<file path="config.mk">
export PLATFORM = sky130hd
export DESIGN_NAME = motion_light_fade_controller
export DESIGN_NICKNAME = d
export VERILOG_FILES = /design/src/sv/mlfc_pkg.sv /design/src/sv/mlfc_vote.sv /design/src/sv/mlfc_core.sv /design/src/sv/motion_light_fade_controller.sv
export SDC_FILE = /design/constraint.sdc
export NUM_CORES = 1
export LEC_CHECK = 0
export BUFFER_PORTS_ARGS = -buffer_cell sky130_fd_sc_hd__buf_2
export CORE_MARGIN = 3
export CORE_UTILIZATION = 52
export DETAILED_ROUTE_END_ITERATION = 8
export PLACE_DENSITY = 0.69
export SLEW_MARGIN = 20
export SYNTH_ARGS = -nofsm -noshare
export SYNTH_HDL_FRONTEND = slang
export SYNTH_SLANG_ARGS = --single-unit
</file>
<file path="constraint.sdc">
create_clock -name clk -period 7.4 [get_ports clk]
set_input_delay 1.48 -clock clk [delete_from_list [all_inputs] [get_ports clk]]
set_output_delay 1.48 -clock clk [all_outputs]
set_load 0.05 [all_outputs]
</file>
<file path="src/sv/mlfc_pkg.sv">
// Shared types, constants and reset values for the motion light fade controller.
package mlfc_pkg;

  localparam int SAMPLES_PER_TICK_DEF = 16;
  localparam int SAMPLE_W = 16;
  localparam int CFG_ADDR_W = 3;
  localparam int CFG_DATA_W = 16;

  localparam logic [15:0] HOLD_TICKS_RST = 16'd300;
  localparam logic [15:0] AMBIENT_INTERVAL_RST = 16'd100;
  localparam logic [7:0] DUTY_MAX_RST = 8'd200;
  localparam logic [7:0] DUTY_MIN_RST = 8'd30;
  localparam logic [3:0] VOTE_THRESHOLD_RST = 4'd10;

  typedef enum logic [CFG_ADDR_W-1:0] {
    REG_HOLD_TICKS = 3'd0,
    REG_AMBIENT_INTERVAL = 3'd1,
    REG_DUTY_MAX = 3'd2,
    REG_DUTY_MIN = 3'd3,
    REG_VOTE_THRESHOLD = 3'd4
  } reg_idx_t;

  typedef enum logic [1:0] {
    MODE_IDLE = 2'd0,
    MODE_GLOW = 2'd1,
    MODE_LIGHT = 2'd2,
    MODE_FADE = 2'd3
  } mode_t;

  typedef struct packed {
    logic [15:0] motion_samples_a;
    logic [15:0] motion_samples_b;
    logic        ambient_bright;
  } in_word_t;

  typedef struct packed {
    logic [7:0] duty;
    logic       pwm_enabled;
    logic       daylight_led;
    logic [1:0] mode;
  } out_word_t;

  typedef struct packed {
    logic [15:0] hold_ticks;
    logic [15:0] ambient_interval;
    logic [7:0]  duty_max;
    logic [7:0]  duty_min;
    logic [3:0]  vote_threshold;
  } cfg_t;

endpackage

</file>
<file path="src/sv/mlfc_vote.sv">
// Sample vote for one motion sensor: popcount of the counted samples against the threshold.
module mlfc_vote #(
  parameter int SAMPLES_PER_TICK = mlfc_pkg::SAMPLES_PER_TICK_DEF
) (
  input  logic [mlfc_pkg::SAMPLE_W-1:0] samples,
  input  logic [3:0]                    threshold,
  output logic                          active
);
  import mlfc_pkg::*;

  localparam int NB = (SAMPLES_PER_TICK < SAMPLE_W) ? SAMPLES_PER_TICK : SAMPLE_W;
  localparam logic [SAMPLE_W:0] MASK_WIDE = (17'd1 << NB) - 17'd1;
  localparam logic [SAMPLE_W-1:0] MASK = MASK_WIDE[SAMPLE_W-1:0];

  logic [15:0] x0, x1, x2, x3;
  logic [4:0]  count;

  // SWAR popcount: pairs, nibbles, bytes, halves
  always_comb begin
    x0 = samples & MASK;
    x1 = (x0 & 16'h5555) + ((x0 >> 1) & 16'h5555);
    x2 = (x1 & 16'h3333) + ((x1 >> 2) & 16'h3333);
    x3 = (x2 & 16'h0F0F) + ((x2 >> 4) & 16'h0F0F);
    count = x3[4:0] + x3[12:8];
    active = count > {1'b0, threshold};
  end

endmodule

</file>
<file path="src/sv/mlfc_core.sv">
// Per-tick mode update; the state registers double as the result word.
module mlfc_core #(
  parameter int SAMPLES_PER_TICK = mlfc_pkg::SAMPLES_PER_TICK_DEF
) (
  input  logic               clk,
  input  logic               rst_n,
  input  logic               step,
  input  mlfc_pkg::in_word_t word,
  input  mlfc_pkg::cfg_t     cfg,
  output mlfc_pkg::out_word_t result
);
  import mlfc_pkg::*;

  mode_t       mode_r, mode_nxt;
  logic        bright_r, bright_nxt;
  logic        phase_r, phase_nxt;
  logic [7:0]  duty_r, duty_nxt;
  logic [15:0] hold_r, hold_nxt;
  logic [15:0] amb_cnt_r, amb_cnt_nxt;
  logic        pwm_r, pwm_nxt;

  logic act_a, act_b, motion, amb_hit;
  logic [7:0]  duty_inc;
  logic [15:0] hold_inc;

  mlfc_vote #(.SAMPLES_PER_TICK(SAMPLES_PER_TICK)) u_vote_a (
    .samples(word.motion_samples_a), .threshold(cfg.vote_threshold), .active(act_a)
  );
  mlfc_vote #(.SAMPLES_PER_TICK(SAMPLES_PER_TICK)) u_vote_b (
    .samples(word.motion_samples_b), .threshold(cfg.vote_threshold), .active(act_b)
  );

  always_comb begin
    motion = act_a | act_b;
    amb_hit = amb_cnt_r > cfg.ambient_interval;
    bright_nxt = amb_hit ? word.ambient_bright : bright_r;
    mode_nxt = mode_r;
    phase_nxt = phase_r;
    duty_nxt = duty_r;
    hold_nxt = hold_r;
    pwm_nxt = pwm_r;
    duty_inc = duty_r + 8'd1;
    hold_inc = hold_r + 16'd1;
    case (mode_r)
      MODE_IDLE: begin
        if (!bright_nxt && motion) begin
          mode_nxt = MODE_GLOW;
          pwm_nxt = 1'b1;
          duty_nxt = cfg.duty_min;
        end
      end
      MODE_GLOW: begin
        duty_nxt = duty_inc;
        if (duty_inc >= cfg.duty_max) begin
          duty_nxt = cfg.duty_max;
          mode_nxt = MODE_LIGHT;
          hold_nxt = '0;
        end
      end
      MODE_LIGHT: begin
        hold_nxt = motion ? 16'd0 : hold_inc;
        if (bright_nxt || (hold_nxt > cfg.hold_ticks)) mode_nxt = MODE_FADE;
      end
      default: begin
        if (phase_r) begin
          duty_nxt = duty_r - 8'd1;
          phase_nxt = 1'b0;
        end else begin
          phase_nxt = 1'b1;
          if (!bright_nxt && motion) mode_nxt = MODE_GLOW;
        end
        // switch-off wins over a re-glow in the same tick
        if (duty_nxt < cfg.duty_min) begin
          pwm_nxt = 1'b0;
          mode_nxt = MODE_IDLE;
        end
      end
    endcase
    amb_cnt_nxt = (amb_hit ? 16'd0 : amb_cnt_r) + 16'd1;
  end

  always_ff @(posedge clk) begin
    if (!rst_n) begin
      mode_r <= MODE_IDLE;
      bright_r <= 1'b0;
      phase_r <= 1'b1;
      duty_r <= '0;
      hold_r <= '0;
      amb_cnt_r <= '0;
      pwm_r <= 1'b0;
    end else if (step) begin
      mode_r <= mode_nxt;
      bright_r <= bright_nxt;
      phase_r <= phase_nxt;
      duty_r <= duty_nxt;
      hold_r <= hold_nxt;
      amb_cnt_r <= amb_cnt_nxt;
      pwm_r <= pwm_nxt;
    end
  end

  assign result.duty = duty_r;
  assign result.pwm_enabled = pwm_r;
  assign result.daylight_led = bright_r;
  assign result.mode = mode_r;

endmodule

</file>
<file path="src/sv/motion_light_fade_controller.sv">
// Motion light fade controller: input register, tick update, result register, config registers.
// An accepted word waits in the input register until the result register is empty or not
// stalled; then the tick update writes its result into the state registers.
// Throughput: one word per cycle while out_stall is low; the tick update is a single pass
// between the input register and the state registers, which also hold the result word.
// Reset (synchronous, rst_n low): idle mode, duty 0, PWM off, fade phase set,
// counters cleared, configuration back to its defaults, both channels empty.
module motion_light_fade_controller #(
  parameter int SAMPLES_PER_TICK = mlfc_pkg::SAMPLES_PER_TICK_DEF
) (
  input  logic                                clk,
  input  logic                                rst_n,
  input  logic                                in_valid,
  output logic                                in_stall,
  input  mlfc_pkg::in_word_t                  in_data,
  output logic                                out_valid,
  input  logic                                out_stall,
  output mlfc_pkg::out_word_t                 out_data,
  input  logic                                cfg_we,
  input  logic [mlfc_pkg::CFG_ADDR_W-1:0]     cfg_addr,
  input  logic [mlfc_pkg::CFG_DATA_W-1:0]     cfg_wdata
);
  import mlfc_pkg::*;

  in_word_t in_data_r;
  logic     in_valid_r, in_valid_nxt;
  logic     out_valid_r, out_valid_nxt;
  cfg_t     cfg_r;
  logic     advance, take_in;

  assign advance = in_valid_r && (!out_valid_r || !out_stall);
  assign in_stall = in_valid_r && !advance;
  assign take_in = in_valid && !in_stall;

  always_comb begin
    in_valid_nxt = take_in ? 1'b1 : (advance ? 1'b0 : in_valid_r);
    out_valid_nxt = advance ? 1'b1 : (out_valid_r && !out_stall ? 1'b0 : out_valid_r);
  end

  always_ff @(posedge clk) begin
    if (!rst_n) begin
      in_valid_r <= 1'b0;
      out_valid_r <= 1'b0;
    end else begin
      in_valid_r <= in_valid_nxt;
      out_valid_r <= out_valid_nxt;
    end
  end

  always_ff @(posedge clk) begin
    if (take_in) in_data_r <= in_data;
  end

  always_ff @(posedge clk) begin
    if (!rst_n) begin
      cfg_r.hold_ticks <= HOLD_TICKS_RST;
      cfg_r.ambient_interval <= AMBIENT_INTERVAL_RST;
      cfg_r.duty_max <= DUTY_MAX_RST;
      cfg_r.duty_min <= DUTY_MIN_RST;
      cfg_r.vote_threshold <= VOTE_THRESHOLD_RST;
    end else if (cfg_we) begin
      case (cfg_addr)
        REG_HOLD_TICKS:       cfg_r.hold_ticks <= cfg_wdata;
        REG_AMBIENT_INTERVAL: cfg_r.ambient_interval <= cfg_wdata;
        REG_DUTY_MAX:         cfg_r.duty_max <= cfg_wdata[7:0];
        REG_DUTY_MIN:         cfg_r.duty_min <= cfg_wdata[7:0];
        REG_VOTE_THRESHOLD:   cfg_r.vote_threshold <= cfg_wdata[3:0];
        default: ; // drop writes to unused indexes
      endcase
    end
  end

  mlfc_core #(.SAMPLES_PER_TICK(SAMPLES_PER_TICK)) u_core (
    .clk(clk),
    .rst_n(rst_n),
    .step(advance),
    .word(in_data_r),
    .cfg(cfg_r),
    .result(out_data)
  );

  assign out_valid = out_valid_r;

endmodule

</file>
==> metrics, run 1 <==
sequential area share after synthesis 0.3580; Starting Density 0.5382; Post-route DRC 0; clock sink count 132; vias per std cell 5.356; fill cell count 1,435; RSZ-0062 raised after global routing no; worst reg2reg path depth 25; I/O pins 71; library cells used by synthesis 56; Worst VDD drop between 0.2 and 0.25 mV; Num CTS Buffers 17; f_max 157.2 MHz; Gate power share 0.426; Die Span X approximately 130 µm; Die Height 132.4 µm; initial antenna violation count 0; clock root buffer clkbuf_16; final WL 17,710 µm; DR WL/cell about 15 µm; EDFF count, synth 33; Diodes inserted 0; standard-cell rows 45; P per Cell Area 294.0 nW/µm²; GPL Wtd Cong roughly 0.83; fraction of layout cells with a size suffix above 1 0.1168; CP max FO 18; first-pass GRT wire length about 30,000 µm; sequential fraction of design power 0.304; Worst EP required just under 8 ns; drt pass-1 iters 5; fin worst setup slack 1.039 ns; NetSw 0.001073 W; Cells after DPL about 1,200; grt total ovfl 0; synthesized area per cell between 8 and 9 µm²; CP endpoint kind register; CTS hold repair buffers 0; crit path launch type register; Leak 4.019 nW; min Tclk post-route 6.361 ns; Synth top area share 0.2387; Period Utilization, post-route 0.8596; clk_lat worst skew 0.43 ns; Gate Count Post-Synth 925; Core Box Area 15,430 µm²; Final setup viols 0; Final nets 1,158; TritonCTS clock tree done; reg2reg end u_core.mode_r[0]; Final Slew Violations 0; Int Pwr 0.001662 W; Post-synth top cells 140 x nand2_1, 107 x ha_1, 99 x dfxtp_1, 85 x inv_1, 45 x a21boi_0; Top FF cell, synth dfxtp_1; setup bufs post-CTS 0; Relative slew margins 0.3199; die area 17,520 µm²; status complete, no violations; final hold vios 0; hold crit path type reg2reg; CP Launch Point in_data_r[5]; switch share 0.3923; port bufs 70; setup TNS 0 ns; vias in the first global route 6,304; ys async rst share 0; Synth Cell Area between 8000 and 9000 µm²; area leader, netlist dfxtp_1; deepest clock path buffer count 2; CTS resizes 0; FF+latch count, synth around 130; clock share of power 0.270; most frequent cell after synthesis nand2_1; Crit Path Class reg2reg; final std cells w/o fill 1,204; H-tree levels 4; pin count of the biggest net entering global routing 109; crit path to u_core.mode_r[0]; Total GRT Usage 0.2132; pre-CTS WS 1.098 ns; setup slack, reg-to-reg 1.04 ns; Worst R2R Start in_data_r[5]; Worst Tran Pin Value 1.018 ns; synth top area cells dfxtp_1 24%, ha_1 16%, edfxtp_1 12%, nand2_1 6.3%, a21boi_0 4.1%; synthesis-to-layout area growth 12.03%; First DRT Iteration DRCs 352; Yosys warnings 0; Max Cap Violations 0; post-detail-place hpwl 13,070 µm; CP arrival 6.68 ns; Worst-path clk slew approximately 0.060 ns; Routed Antenna Nets 0; Worst Clk Skew 0.009996 ns; syn_nets 1,103; vias approximately 6,400
[per-layer routing]
layer / wire length [µm] / vias up / track usage / part of all wire
li1: - / 3308 / - / -
met1: 8655 / 3006 / 0.2886 / 0.49
met2: 8086 / 116 / 0.3369 / 0.46
met3: 681 / 19 / 0.05420 / 0.038
met4: 282 / 0 / 0.06582 / 0.016
met5: 0 / - / 0 / 0
[layout make-up]
type                       count  area (µm²)  share of cell area
tap                          211       264.0             0.02838
clock buffer                  22       447.9             0.04816
clock inverter                10       60.06            0.006457
multi-input combinational    671        4865              0.5230
inverter                      85       319.1             0.03430
sequential                   132        2973              0.3196
timing repair buffer          73       372.9             0.04009
[stage by stage]
| step | utilization | hold slack, ns | area (µm²) | power, W |
|---|---|---|---|---|
| final | 0.6029 | 0.4629 | 9301 | 0.002735 |
| after global routing | 0.6029 | 0.4989 | 9301 | 0.002960 |
| after CTS | 0.6029 | 0.4691 | 9301 | 0.002751 |
| after detailed placement | 0.5700 | 0.4615 | 8793 | 0.002004 |
| after global placement | 0.5700 | 0.4553 | 8793 | 0.001981 |
| after floorplan | - | 0.4435 | 8303 | 0.001744 |
[cell families (layout without fill, tap and decap cells)]
group,Yosys count,after routing,synth area share
and+or+nand+nor,312,312,0.1807
AOI/OAI and AO/OA,188,188,0.1540
DFF,132,132,0.3580
buffers and inverters,122,190,0.05696
adders and majority gates,121,121,0.1950
xor gates and xnor gates,38,38,0.04008
muxes,12,12,0.01522
[how the worst min path moves through the flow]
stage | from | to | slack, ns | cells after the start
CTS | cfg_r[32] | cfg_r[32] | 0.47 | 2
global route | cfg_r[46] | cfg_r[46] | 0.50 | 2
global placement | cfg_r[37] | cfg_r[37] | 0.46 | 2
detailed placement | cfg_r[32] | cfg_r[32] | 0.46 | 2
floorplan | cfg_r[21] | cfg_r[21] | 0.44 | 2
finish | cfg_r[32] | cfg_r[32] | 0.46 | 2
[critical path, cell delays in order (launching register included)]
cell	delay (ns)
edfxtp_1	0.38
ha_1	0.31
ha_1	0.21
fa_1	0.50
inv_1	0.06
fa_1	0.56
inv_1	0.07
ha_1	0.29
a21o_1	0.18
a21oi_1	0.17
xnor2_1	0.14
ha_1	0.25
o21ai_0	0.15
a21oi_1	0.06
nor4_1	0.35
nand2_1	0.46
nor2_1	0.29
ha_1	0.28
a21o_1	0.16
a221oi_1	0.36
o211ai_1	0.13
o21ai_0	0.17
a21oi_1	0.12
o2111ai_2	0.27
a21oi_1	0.09
o221a_2	0.25
[power by group through the flow]
| stage | clock (W) | sequential [W] | combinational [W] |
|---|---|---|---|
| global placement | 0 | 0.000845 | 0.00114 |
| detailed placement | 0 | 0.000846 | 0.00116 |
| global route | 0.000785 | 0.000837 | 0.00134 |
| CTS | 0.000749 | 0.000831 | 0.00117 |
| floorplan | 0 | 0.000877 | 0.000867 |
| finish | 0.000738 | 0.000831 | 0.00117 |
[registers in the layout (all words and copies together) (netlist names)]
name / cells
out_valid: 1
u_core.phase_r: 1
u_core.hold_r: 16
u_core.duty_r: 8
u_core.pwm_r: 1
in_data_r: 33
u_core.bright_r: 1
cfg_r: 52
u_core.mode_r: 2
u_core.amb_cnt_r: 16
in_valid_r: 1
[layout by cell type (no fill, tap or decap), types with 14 or more instances in the layout]
master     synthesis  routed
a21boi_0          45      45
a21o_1            15      15
a21oi_1           28      28
a22oi_1           19      19
and3_1            14      14
buf_2              3      70
clkbuf_16          0      17
dfxtp_1           99      99
edfxtp_1          33      33
fa_1              14      14
ha_1             107     107
inv_1             85      85
nand2_1          140     140
nand3_1           18      18
nand4_1           18      18
nor2_1            38      38
nor2b_1           32      31
o211ai_1          19      19
o21ai_0           30      30
xnor2_1           22      22
xor2_1            16      16
(Power assumes the default switching activity.)
==> run 2, diff against run 1 <==
REMOVE_ABC_BUFFERS = 1   (was default)
==> run 2 against run 1 <==
Wire length about the same. Clock skew up 0.00069 ns. Non-clock buffer count unchanged. Design area up 0.61%. Fmax up 0.26%. Combinational power about the same. Count of clock-buffer cells in the layout up 3. Critical path depth unchanged. Core utilization up 0.36 points. Sequential share of layout area down 0.19 points. Largest cell class unchanged.
==> metrics, run 2 (synthesized netlist as in run 1, its figures left out) <==
Die Span X 132.4 µm (unchanged); post-detail-place hpwl 12,810 µm (was 13,070 µm); Diodes inserted 0 (unchanged); final hold vios 0 (unchanged); die area 17,520 µm² (unchanged); DR WL met2 8104 µm (was 8086 µm); vias 6,412 (was 6,449); Final nets 1,158 (unchanged); CP Buf/Inv Count 2 (unchanged); commonest non-fill, non-tap cell in the layout nand2_1 (unchanged); Largest regs cfg_r (52), in_data_r (33) (unchanged); Final setup viols 0 (unchanged); cell depth of the worst setup path 25 (unchanged); worst reg2reg path depth 25 (unchanged); vias per std cell 5.326 (was 5.356); slowest stage delay, CP 0.55 ns (was 0.56 ns); uppermost layer routed met4 (unchanged); P per Cell Area 299.8 nW/µm² (was 294.0 nW/µm²); standard-cell rows 45 (unchanged); port bufs 70 (unchanged); drt pass-1 iters 4 (was 5); Worst Tran Pin Value 1.013 ns (was 1.018 ns); clk_lat worst skew 0.42 ns (was 0.43 ns); CP arrival 6.66 ns (was 6.68 ns); clock sink count 132 (unchanged); CTS resizes 0 (unchanged); hold crit path type reg2reg (unchanged); min Tclk post-route 6.344 ns (was 6.361 ns); Crit path top cell by count ha_1 (unchanged); crit path to u_core.mode_r[0] (unchanged); Die Height 132.4 µm (unchanged); setup TNS 0 ns (unchanged); Core Box Area 15,430 µm² (unchanged); most frequent cells in the layout 140 x nand2_1, 107 x ha_1, 99 x dfxtp_1 (unchanged); Relative slew margins 0.3232 (was 0.3199); fraction of layout cells with a size suffix above 1 0.1178 (was 0.1168); Starting Density 0.5382 (unchanged); Period Utilization, post-route 0.8573 (was 0.8596); Crit Path Class reg2reg (unchanged); setup bufs post-CTS 0 (unchanged); Max Cap Violations 0 (unchanged); Final Slew Violations 0 (unchanged); deepest clock path buffer count 2 (unchanged); Worst-path clk slew 0.06 ns (about the same); setup slack, reg-to-reg 1.06 ns (was 1.04 ns); RSZ-0062 raised after global routing no (unchanged); final WL 17,700 µm (was 17,710 µm); met1 wire length 8608 µm (was 8655 µm); status complete, no violations (unchanged); Final Total Pwr 0.002805 W (was 0.002735 W); fill cell count 1,379 (was 1,435); Total GRT Usage 0.2130 (was 0.2132); Num CTS Buffers 17 (unchanged); Post-route DRC 0 (unchanged); Leak 4.048 nW (was 4.019 nW); TritonCTS clock tree done (unchanged); met3 wire length 654 µm (was 681 µm); First DRT Iteration DRCs 334 (was 352); I/O pins 71 (unchanged); Worst R2R Start in_data_r[5] (unchanged); clock root buffer clkbuf_16 (unchanged); Routed Antenna Nets 0 (unchanged); CP max FO 18 (unchanged); Largest register FFs 52 (unchanged); initial antenna violation count 0 (unchanged); Worst VDD drop 0.2085 mV (was 0.2216 mV); GPL Wtd Cong 0.8496 (was 0.8334); grt total ovfl 0 (unchanged); Largest delay share family, worst path adder cells (unchanged); most flop-heavy register cfg_r (unchanged); pin count of the biggest net entering global routing 109 (unchanged); f_max 157.6 MHz (was 157.2 MHz); reg2reg end u_core.mode_r[0] (unchanged); H-tree levels 4 (unchanged); slowest stage cell, crit path fa_1 (unchanged); Worst Clk Skew 0.01069 ns (was 0.009996 ns); first-pass GRT wire length 30,330 µm (was 30,440 µm); synthesis-to-layout area growth 12.70% (was 12.03%); Worst EP required 7.71 ns (was 7.72 ns); crit path launch type register (unchanged); DR WL/cell 14.70 µm (was 14.71 µm); vias in the first global route 6,228 (was 6,304); CTS hold repair buffers 0 (unchanged); CP Launch Point in_data_r[5] (unchanged); CP endpoint kind register (unchanged)
-- run 2: cell count changes in the layout (fill, tap and decap cells not counted), sizes merged --
cell      delta
clkbuf       +3
clkinvlp     -1
clkinv       -2
-- run 2: worst reg2reg max path, stage by stage (launching register included) --
cell	delay, ns
edfxtp_1	0.36
ha_1	0.31
ha_1	0.22
fa_1	0.50
inv_1	0.06
fa_1	0.55
inv_1	0.06
ha_1	0.29
a21o_1	0.17
a21oi_1	0.16
xnor2_1	0.15
ha_1	0.26
o21ai_0	0.15
a21oi_1	0.06
nor4_1	0.35
nand2_1	0.46
nor2_1	0.27
ha_1	0.27
a21o_1	0.16
a221oi_1	0.37
o211ai_1	0.16
o21ai_0	0.17
a21oi_1	0.13
o2111ai_2	0.26
a21oi_1	0.07
o221a_2	0.24
-- run 2: metrics by stage --
| stage | hold WS, ns | setup slack [ns] | std cells | instance area, µm² | utilization |
|---|---|---|---|---|---|
| 2_1_floorplan | 0.4434 | 1.741 | 888 | 8149 | - |
| 3_3_place_gp | 0.4555 | 1.317 | 1172 | 8793 | 0.5700 |
| 3_5_place_dp | 0.4599 | 1.093 | 1172 | 8793 | 0.5700 |
| 4_1_cts | 0.4677 | 1.086 | 1204 | 9358 | 0.6066 |
| 5_1_grt | 0.4912 | 0.5682 | 1204 | 9358 | 0.6066 |
| 6_report | 0.4654 | 1.056 | 1204 | 9358 | 0.6066 |
-- run 2: cell type report --
class                      count  area [µm²]  share of cell area
timing repair buffer          73       372.9             0.03984
sequential                   132        2973              0.3177
clock buffer                  25       521.8             0.05576
tap                          211       264.0             0.02821
multi-input combinational    671        4865              0.5199
clock inverter                 7       42.54            0.004546
inverter                      85       319.1             0.03410
-- run 2: worst min-delay path by stage --
| stage | depth (start not counted) | start | end | slack, ns |
|---|---|---|---|---|
| final | 2 | cfg_r[34] | cfg_r[34] | 0.47 |
| after global routing | 2 | cfg_r[46] | cfg_r[46] | 0.49 |
| after CTS | 2 | cfg_r[42] | cfg_r[42] | 0.47 |
| after detailed placement | 2 | cfg_r[42] | cfg_r[42] | 0.46 |
| after global placement | 2 | cfg_r[28] | cfg_r[28] | 0.46 |
| after floorplan | 2 | cfg_r[21] | cfg_r[21] | 0.44 |
-- run 2: power breakdown --
part / switching, W / total [W] / internal (W)
Sequential: 0.0000483 / 0.000828 / 0.000780
Clock: 0.000309 / 0.000797 / 0.000488
Combinational: 0.000721 / 0.00118 / 0.000459
Total: 0.00108 / 0.00281 / 0.00173
-- run 2: routing by layer --
metal  vias to the layer above  GRT usage
met5                         -          0
met4                         0    0.07333
met3                        27    0.04580
met2                       110     0.3395
met1                      2960     0.2880
li1                       3315          -
